$ cat config.mk
export PLATFORM = sky130hd
export DESIGN_NAME = led_colour_blink_deque
export DESIGN_NICKNAME = d
export VERILOG_FILES = /design/src/hw/rtl/lcbd_pkg.sv /design/src/hw/rtl/lcbd_ram.sv /design/src/hw/rtl/lcbd_queue.sv /design/src/hw/rtl/lcbd_blink.sv /design/src/hw/rtl/led_colour_blink_deque.sv
export SDC_FILE = /design/constraint.sdc
export NUM_CORES = 1
export LEC_CHECK = 0
export ABC_AREA = 1
export ABC_CLOCK_PERIOD_IN_PS = 2300
export BUFFER_PORTS_ARGS = -buffer_cell sky130_fd_sc_hd__buf_4
export CAP_MARGIN = 20
export CORE_UTILIZATION = 56
export CTS_CLUSTER_SIZE = 16
export DETAILED_ROUTE_END_ITERATION = 10
export MAX_ROUTING_LAYER = met4
export PLACE_DENSITY = 0.76
export SYNTH_ARGS = -nofsm -noshare
export SYNTH_HDL_FRONTEND = slang
export SYNTH_SLANG_ARGS = --single-unit
$ cat constraint.sdc
create_clock -name clk -period 2.3 [get_ports clk]
set_input_delay 0.345 -clock clk [delete_from_list [all_inputs] [get_ports clk]]
set_output_delay 0.345 -clock clk [all_outputs]
set_load 0.01 [all_outputs]
$ cat src/hw/rtl/lcbd_pkg.sv
// Shared types, constants and the colour decode for the LED colour blink deque.
`default_nettype none

package lcbd_pkg;

  localparam int QUEUE_DEPTH = 16;
  localparam int IDX_W       = (QUEUE_DEPTH > 1) ? $clog2(QUEUE_DEPTH) : 1;
  localparam int CNT_W       = $clog2(QUEUE_DEPTH + 1);
  localparam int COLOUR_W    = 3;
  localparam int ACTION_W    = 2;
  localparam int TICK_W      = 16;
  localparam int CFG_IDX_W   = 2;

  localparam logic [TICK_W-1:0] ON_TICKS_RESET   = 16'd100;
  localparam logic [TICK_W-1:0] GAP_TICKS_RESET  = 16'd50;
  localparam logic [TICK_W-1:0] IDLE_TICKS_RESET = 16'd10;

  localparam logic [CFG_IDX_W-1:0] REG_ON_TICKS   = 2'd0;
  localparam logic [CFG_IDX_W-1:0] REG_GAP_TICKS  = 2'd1;
  localparam logic [CFG_IDX_W-1:0] REG_IDLE_TICKS = 2'd2;

  typedef enum logic [ACTION_W-1:0] {
    ACT_TICK   = 2'd0,
    ACT_APPEND = 2'd1,
    ACT_PUSH   = 2'd2,
    ACT_NONE   = 2'd3
  } action_t;

  typedef enum logic [1:0] {
    PH_READY = 2'd0,
    PH_LIT   = 2'd1,
    PH_GAP   = 2'd2,
    PH_IDLE  = 2'd3
  } phase_t;

  typedef enum logic {
    ST_ACCEPT = 1'b0,
    ST_EXEC   = 1'b1
  } ctrl_state_t;

  // One update of the deque, valid for a single cycle.
  typedef struct packed {
    logic                append;
    logic                push;
    logic                pop;
    logic [COLOUR_W-1:0] colour;
  } queue_op_t;

  typedef struct packed {
    logic                empty;
    logic                full;
    logic [COLOUR_W-1:0] head_colour;
  } queue_status_t;

  // Pins as {blue, green, red}.
  function automatic logic [2:0] colour_pins(input logic [COLOUR_W-1:0] code);
    logic [2:0] pins;
    unique case (code)
      3'd0:    pins = 3'b001;
      3'd1:    pins = 3'b010;
      3'd2:    pins = 3'b100;
      3'd3:    pins = 3'b011;
      3'd4:    pins = 3'b101;
      3'd5:    pins = 3'b110;
      3'd6:    pins = 3'b111;
      default: pins = 3'b000;
    endcase
    return pins;
  endfunction

endpackage

`default_nettype wire

$ cat src/hw/rtl/lcbd_ram.sv
// Generic single-write, single-read RAM with a registered read port.
`default_nettype none

module lcbd_ram #(
  parameter int WIDTH = 8,
  parameter int DEPTH = 16
) (
  input  wire logic                                   clk,
  input  wire logic                                   we,
  input  wire logic [((DEPTH > 1) ? $clog2(DEPTH) : 1)-1:0] waddr,
  input  wire logic [WIDTH-1:0]                       wdata,
  input  wire logic [((DEPTH > 1) ? $clog2(DEPTH) : 1)-1:0] raddr,
  output      logic [WIDTH-1:0]                       rdata
);

  logic [WIDTH-1:0] mem [DEPTH];

  always_ff @(posedge clk) begin
    if (we) begin
      mem[waddr] <= wdata;
    end
    rdata <= mem[raddr];
  end

endmodule

`default_nettype wire

$ cat src/hw/rtl/lcbd_queue.sv
// Ring-buffer deque: head, tail and count registers around the colour RAM.
`default_nettype none

module lcbd_queue
  import lcbd_pkg::*;
(
  input  wire logic          clk,
  input  wire logic          rst,
  input  wire queue_op_t     op,
  output      queue_status_t status,
  output      logic          full_next
);

  logic [IDX_W-1:0] head_index;
  logic [IDX_W-1:0] head_index_next;
  logic [IDX_W-1:0] tail_index;
  logic [IDX_W-1:0] tail_index_next;
  logic [CNT_W-1:0] stored_count;
  logic [CNT_W-1:0] stored_count_next;
  logic [IDX_W-1:0] head_dec;
  logic [IDX_W-1:0] head_inc;
  logic [IDX_W-1:0] tail_inc;
  logic             ram_we;
  logic [IDX_W-1:0] ram_waddr;
  logic [COLOUR_W-1:0] ram_rdata;

  localparam logic [IDX_W-1:0] LAST_IDX = IDX_W'(QUEUE_DEPTH - 1);

  assign head_dec = (head_index == '0) ? LAST_IDX : head_index - IDX_W'(1);
  assign head_inc = (head_index == LAST_IDX) ? '0 : head_index + IDX_W'(1);
  assign tail_inc = (tail_index == LAST_IDX) ? '0 : tail_index + IDX_W'(1);

  always_comb begin
    head_index_next   = head_index;
    tail_index_next   = tail_index;
    stored_count_next = stored_count;
    ram_we            = 1'b0;
    ram_waddr         = tail_index;
    if (op.append) begin
      ram_we            = 1'b1;
      ram_waddr         = tail_index;
      tail_index_next   = tail_inc;
      stored_count_next = stored_count + CNT_W'(1);
    end else if (op.push) begin
      ram_we            = 1'b1;
      ram_waddr         = head_dec;
      head_index_next   = head_dec;
      stored_count_next = stored_count + CNT_W'(1);
    end else if (op.pop) begin
      head_index_next   = head_inc;
      stored_count_next = stored_count - CNT_W'(1);
    end
  end

  always_ff @(posedge clk) begin
    if (rst) begin
      head_index   <= '0;
      tail_index   <= '0;
      stored_count <= '0;
    end else begin
      head_index   <= head_index_next;
      tail_index   <= tail_index_next;
      stored_count <= stored_count_next;
    end
  end

  // The head is read every cycle through the RAM's registered read port.
  lcbd_ram #(
    .WIDTH(COLOUR_W),
    .DEPTH(QUEUE_DEPTH)
  ) u_store (
    .clk  (clk),
    .we   (ram_we),
    .waddr(ram_waddr),
    .wdata(op.colour),
    .raddr(head_index),
    .rdata(ram_rdata)
  );

  assign status.empty       = (stored_count == '0);
  assign status.full        = (stored_count >= CNT_W'(QUEUE_DEPTH));
  assign status.head_colour = ram_rdata;
  assign full_next          = (stored_count_next >= CNT_W'(QUEUE_DEPTH));

endmodule

`default_nettype wire

$ cat src/hw/rtl/lcbd_blink.sv
// Blink sequencer: ready, lit, gap and idle phases with a shared tick timer.
`default_nettype none

module lcbd_blink
  import lcbd_pkg::*;
(
  input  wire logic                clk,
  input  wire logic                rst,
  input  wire logic                tick,
  input  wire logic [TICK_W-1:0]   on_ticks,
  input  wire logic [TICK_W-1:0]   gap_ticks,
  input  wire logic [TICK_W-1:0]   idle_ticks,
  input  wire queue_status_t       status,
  output      logic                pop,
  output      logic [2:0]          pins_next
);

  phase_t              phase;
  phase_t              phase_next;
  logic [TICK_W-1:0]   phase_timer;
  logic [TICK_W-1:0]   phase_timer_next;
  logic [COLOUR_W-1:0] lit_colour;
  logic [COLOUR_W-1:0] lit_colour_next;
  logic                go_ready;

  always_comb begin
    phase_next       = phase;
    phase_timer_next = phase_timer;
    lit_colour_next  = lit_colour;
    go_ready         = 1'b0;
    if (tick) begin
      unique case (phase)
        PH_READY: go_ready = 1'b1;
        PH_LIT: begin
          if (phase_timer != '0) begin
            phase_timer_next = phase_timer - TICK_W'(1);
          end else if (gap_ticks != '0) begin
            phase_next       = PH_GAP;
            phase_timer_next = gap_ticks - TICK_W'(1);
          end else begin
            go_ready = 1'b1;
          end
        end
        PH_GAP, PH_IDLE: begin
          if (phase_timer != '0) begin
            phase_timer_next = phase_timer - TICK_W'(1);
          end else begin
            go_ready = 1'b1;
          end
        end
        default: phase_next = phase;
      endcase
    end
    // A poll pops the head colour, or waits idle, or stays ready when idle is zero.
    if (go_ready) begin
      if (!status.empty) begin
        phase_next       = PH_LIT;
        lit_colour_next  = status.head_colour;
        phase_timer_next = (on_ticks == '0) ? '0 : on_ticks - TICK_W'(1);
      end else if (idle_ticks == '0) begin
        phase_next = PH_READY;
      end else begin
        phase_next       = PH_IDLE;
        phase_timer_next = idle_ticks - TICK_W'(1);
      end
    end
  end

  always_comb begin
    pop       = go_ready && !status.empty;
    pins_next = (phase_next == PH_LIT) ? colour_pins(lit_colour_next) : 3'b000;
  end

  always_ff @(posedge clk) begin
    if (rst) begin
      phase       <= PH_READY;
      phase_timer <= '0;
      lit_colour  <= '0;
    end else begin
      phase       <= phase_next;
      phase_timer <= phase_timer_next;
      lit_colour  <= lit_colour_next;
    end
  end

endmodule

`default_nettype wire

$ cat src/hw/rtl/led_colour_blink_deque.sv
// A word taken into the request register is worked on in the EXEC state, then its result goes to the result register.
// No new word is taken while one is in the EXEC state; the colour RAM's registered read sets this.
// A result waiting in the result register holds the input off until it is taken.
// Reset (rst, synchronous): deque empty, sequencer ready, timer and lit colour cleared,
// result register empty, registers back to on 100, gap 50, idle 10 ticks. RAM not cleared.
`default_nettype none

module led_colour_blink_deque
  import lcbd_pkg::*;
(
  input  wire logic                  clk,
  input  wire logic                  rst,
  // configuration write port
  input  wire logic                  cfg_we,
  input  wire logic [CFG_IDX_W-1:0]  cfg_index,
  input  wire logic [TICK_W-1:0]     cfg_data,
  // request channel
  input  wire logic                  in_valid,
  output      logic                  in_stall,
  input  wire logic [ACTION_W-1:0]   action,
  input  wire logic [COLOUR_W-1:0]   colour,
  // result channel
  output      logic                  out_valid,
  input  wire logic                  out_stall,
  output      logic                  accepted,
  output      logic                  queue_full,
  output      logic                  led_red,
  output      logic                  led_green,
  output      logic                  led_blue
);

  ctrl_state_t         state;
  ctrl_state_t         state_next;
  logic                in_fire;
  logic                exec;
  action_t             action_q;
  logic [COLOUR_W-1:0] colour_q;
  logic [TICK_W-1:0]   on_ticks;
  logic [TICK_W-1:0]   gap_ticks;
  logic [TICK_W-1:0]   idle_ticks;
  queue_op_t           op;
  queue_status_t       status;
  logic                full_next;
  logic                pop;
  logic [2:0]          pins_next;
  logic                add_req;
  logic                add_ok;

  // Configuration registers: writes beyond the list are dropped.
  always_ff @(posedge clk) begin
    if (rst) begin
      on_ticks   <= ON_TICKS_RESET;
      gap_ticks  <= GAP_TICKS_RESET;
      idle_ticks <= IDLE_TICKS_RESET;
    end else if (cfg_we) begin
      unique case (cfg_index)
        REG_ON_TICKS:   on_ticks   <= cfg_data;
        REG_GAP_TICKS:  gap_ticks  <= cfg_data;
        REG_IDLE_TICKS: idle_ticks <= cfg_data;
        default:        on_ticks   <= on_ticks;
      endcase
    end
  end

  // Control: take a word, then work on it in the EXEC state while the head word arrives from RAM.
  always_comb begin
    unique case (state)
      ST_ACCEPT: state_next = in_fire ? ST_EXEC : ST_ACCEPT;
      ST_EXEC:   state_next = ST_ACCEPT;
      default:   state_next = ST_ACCEPT;
    endcase
  end

  // Hold the input off while working, or while the result register stays full.
  always_comb begin
    in_stall = (state == ST_EXEC) || (out_valid && out_stall);
    in_fire  = in_valid && !in_stall;
    exec     = (state == ST_EXEC);
  end

  always_ff @(posedge clk) begin
    if (rst) begin
      state <= ST_ACCEPT;
    end else begin
      state <= state_next;
    end
  end

  // Latch the request word; no reset needed on payload.
  always_ff @(posedge clk) begin
    if (in_fire) begin
      action_q <= action_t'(action);
      colour_q <= colour;
    end
  end

  // Add requests are stored only while there is room; a tick may pop the head.
  assign add_req   = exec && ((action_q == ACT_APPEND) || (action_q == ACT_PUSH));
  assign add_ok    = add_req && !status.full;
  assign op.append = add_ok && (action_q == ACT_APPEND);
  assign op.push   = add_ok && (action_q == ACT_PUSH);
  assign op.pop    = pop;
  assign op.colour = colour_q;

  lcbd_queue u_queue (
    .clk      (clk),
    .rst      (rst),
    .op       (op),
    .status   (status),
    .full_next(full_next)
  );

  lcbd_blink u_blink (
    .clk       (clk),
    .rst       (rst),
    .tick      (exec && (action_q == ACT_TICK)),
    .on_ticks  (on_ticks),
    .gap_ticks (gap_ticks),
    .idle_ticks(idle_ticks),
    .status    (status),
    .pop       (pop),
    .pins_next (pins_next)
  );

  // Result register: load at the end of the working cycle, drop once taken.
  always_ff @(posedge clk) begin
    if (rst) begin
      out_valid <= 1'b0;
    end else if (exec) begin
      out_valid <= 1'b1;
    end else if (out_valid && !out_stall) begin
      out_valid <= 1'b0;
    end
  end

  always_ff @(posedge clk) begin
    if (exec) begin
      accepted   <= add_ok;
      queue_full <= full_next;
      led_red    <= pins_next[0];
      led_green  <= pins_next[1];
      led_blue   <= pins_next[2];
    end
  end

endmodule

`default_nettype wire

==> impl_metrics.env <==
export IMPL_clock_path_buffers=2
export IMPL_relSlewSlack_pct=52.55
export IMPL_diodes=0
export IMPL_layout_commonest_cell="nand2_1"
export IMPL_yosys_area_top_type="dfxtp_1"
export IMPL_synth_flop_cell="dfxtp_1"
export IMPL_path_class="flop to flop"
export IMPL_clk_pin_slew_ns=0.06
export IMPL_grt_use_total_pct=29.42
export IMPL_ys_types=43
export IMPL_wl_mm=20.75
export IMPL_gp_congestion=0.9653
export IMPL_vdd_drop_max_mv=0.5261
export IMPL_yosys_warnings=0
export IMPL_fin_crit_ns=2.219
export IMPL_drc=0
export IMPL_drt_iter0_drc=701
export IMPL_cts_sinks=145
export IMPL_setup_viol=0
export IMPL_layout_common_cells="nand2_1, nor2_1, inv_1, o21ai_0, dfxtp_1"
export IMPL_path_buf_inv=1
export IMPL_status="finished clean"
export IMPL_start_util_pct=57.63
export IMPL_wl_per_cell_um=15.58
export IMPL_fp_dieH_um=121.8
export IMPL_avgSynthCellArea_sq_um=7.505
export IMPL_cts_root_buf="clkbuf_16"
export IMPL_netlist_area_sq_um=8030
export IMPL_grt_pass1_wl_mm=32.75
export IMPL_synth_nets=1113
export IMPL_std_cell_rows=43
export IMPL_fin_util_pct=68.22
export IMPL_worst_setup_path_start_kind="flop"
export IMPL_grt_pass1_vias=6592
export IMPL_p_seq_share_pct=45.4
export IMPL_comb_power_share_pct=13.2
export IMPL_critPathMaxFanout=29
export IMPL_vias_per_cell=5.577
export IMPL_hold_buffers=0
export IMPL_maxSlewViolCount=0
export IMPL_core_sq_um=13930
export IMPL_leakage_nw=4.042
export IMPL_detail_route_antenna_nets=0
export IMPL_required_ns=2.44
export IMPL_yosysSeqAreaShare_pct=43.38
export IMPL_firstDrtPassIters=6
export IMPL_cpPeakStageDelay_ns=0.35
export IMPL_clkLatencyLatePin_ns=0.43
export IMPL_cp_end_kind="flop"
export IMPL_ios=35
export IMPL_synth_seq_cells=145
export IMPL_path_delay_family="simple AND/OR/NAND/NOR gates"
export IMPL_crit_path_frequent_cell="o21ai_0"
export IMPL_power_density_nw_per_um2=655.2
export IMPL_power_mw=6.229
export IMPL_place_area_sq_um=8663
export IMPL_die_area_sq_um=14820
export IMPL_switching_share_pct=28.50
export IMPL_layout_drive_gt1_share_pct=17.80
export IMPL_cts_tree="done"
export IMPL_final_area_sq_um=9507
export IMPL_area_growth_pct=18.39
export IMPL_grt_antenna_before_repair=0
export IMPL_layout_nets=1182
export IMPL_cp_cell_sequence="buf_4, nor2_1, o21ai_0, o21ai_0, mux2_4, or2_4, nor2_4"
export IMPL_via_count=7429
export IMPL_maxCapViolations=0
export IMPL_synth_edf_count=58
export IMPL_worstMarginPinSlew_ns=0.7110
export IMPL_dp_hpwl_mm=14.35
export IMPL_ys_async_sr_fraction_pct=0
export IMPL_finalCritPeriodShare_pct=96.47
export IMPL_synth_top_area_share_pct=21.69
export IMPL_p_sw_mw=1.775
export IMPL_min_path_type="input pin to flop"
export IMPL_finalHoldViolations=0
export IMPL_grt_overflow_total=0
export IMPL_die_width_um=121.8
export IMPL_slowest_stage="dfxtp_1"
export IMPL_numCtsBuffers=17
export IMPL_arrival_ns=2.35
export IMPL_synth_area_leaders="dfxtp_1, edfxtp_1, nand2_1, nor2_1, o21ai_0"
export IMPL_clkPwrFrac_pct=41.4
export IMPL_p_int_mw=4.454
export IMPL_io_buffers=34
export IMPL_clock_fmax_ghz=0.4507
export IMPL_syn_instance_count=1070
export IMPL_grt_max_degree=58
export IMPL_htree_levels=4
export IMPL_clock_skew_final_ns=0.01003
registers in the layout, summed over array words and instances, names as in the netlist, named ones only:
name / cells
out_valid: 1
u_queue.tail_index: 4
u_queue.u_store.mem: 48
led_red: 1
u_blink.phase: 2
u_blink.phase_timer: 16
colour_q: 3
queue_full: 1
u_queue.u_store.rdata: 3
action_q: 2
led_green: 1
u_queue.head_index: 4
led_blue: 1
accepted: 1
u_queue.stored_count: 4
u_blink.lit_colour: 3
gap_ticks: 16
exec: 1
on_ticks: 16
idle_ticks: 16
worst paths after layout:
check	from	to	slack, ns	depth (start not counted)
max	u_queue.head_index[0]$_SDFFE_PP0P_	u_queue.u_store.mem[3][2]$_DFFE_PP_	0.08	7
min	colour[2]	colour_q[2]$_DFFE_PP_	0.09	1
max reg2reg	u_queue.head_index[0]$_SDFFE_PP0P_	u_queue.u_store.mem[3][2]$_DFFE_PP_	0.08	7
min reg2reg	idle_ticks[2]$_SDFFE_PP0P_	idle_ticks[2]$_SDFFE_PP0P_	0.49	2
synthesized netlist by cell type (all sizes together) (2+ instances only):
library cell,number
nor3,17
buf,8
o211ai,13
ha,15
nor2,154
xnor2,6
nand2,252
dfxtp,87
edfxtp,58
o221ai,4
o22ai,13
a211oi,2
a21oi,80
clkinv,3
o21a,2
inv,112
nand3,72
nand4,7
clkbuf,22
o21ai,94
xor2,38
or2,5
nor4,3
cell families after synthesis:
group                    synth area share (%)
flip-flops                              43.38
buffers and inverters                   7.058
XOR/XNOR                                4.799
AND/OR/NAND/NOR                         27.89
AO/OA/AOI/OAI                           14.40
adder cells (fa/ha/maj)                 2.337
multiplexers                           0.1402
cell type report:
type | count | area (sq um)
inverter | 115 | 436.7
clock inverter | 15 | 121.4
tap | 180 | 225.2
multi-input combinational | 780 | 4198
clock buffer | 17 | 425.4
timing repair buffer | 80 | 616.8
fill | 1134 | 4428
sequential | 145 | 3483
per-layer routing:
layer	wire, um	share of wire, %	up-vias	track usage [%]
met4	301	1.5	0	8.410
li1	-	-	3680	-
met5	0	0	-	-
met2	9374	45	269	42.51
met1	9636	46	3451	42.47
met3	1439	6.9	29	4.448
metrics by stage:
| stage | hold slack [ns] | TNS, ns | setup slack (ns) | instances |
|---|---|---|---|---|
| 6_report | 0.09077 | 0 | 0.08111 | 1332 |
| 5_1_grt | 0.08363 | -0.1099 | -0.02452 | 1332 |
| 4_1_cts | 0.08177 | -1.817 | -0.06636 | 1324 |
| 3_5_place_dp | 0.4769 | -2.666 | -0.1274 | 1292 |
| 3_3_place_gp | 0.4779 | -0.1756 | -0.03484 | 1292 |
| 2_1_floorplan | 0.4439 | -0.2392 | -0.02659 | 1070 |
power groups by stage:
stage	combinational (mW)	clock [mW]	sequential (mW)
2_1_floorplan	0.520	0	2.86
3_3_place_gp	0.754	0	2.88
3_5_place_dp	0.759	0	2.88
4_1_cts	0.769	2.59	2.83
5_1_grt	0.913	2.70	2.84
6_report	0.822	2.58	2.83
worst reg2reg max path: cells and delay by family (launching register included):
family                 cells  cell delay (ns)
DFF                        1             0.35
and+or+nand+nor            3             0.57
muxes                      1             0.34
AOI/OAI and AO/OA          2             0.35
buffers and inverters      1             0.30
repair_timing:
item / 4_1_cts / 5_1_grt
pin swaps: 0 / 13
buffers inserted: 0 / 8
endpoints found under the setup margin: 42 / 56
resized for setup: 8 / 58
No activity file was read; power rests on OpenSTA's default activity.
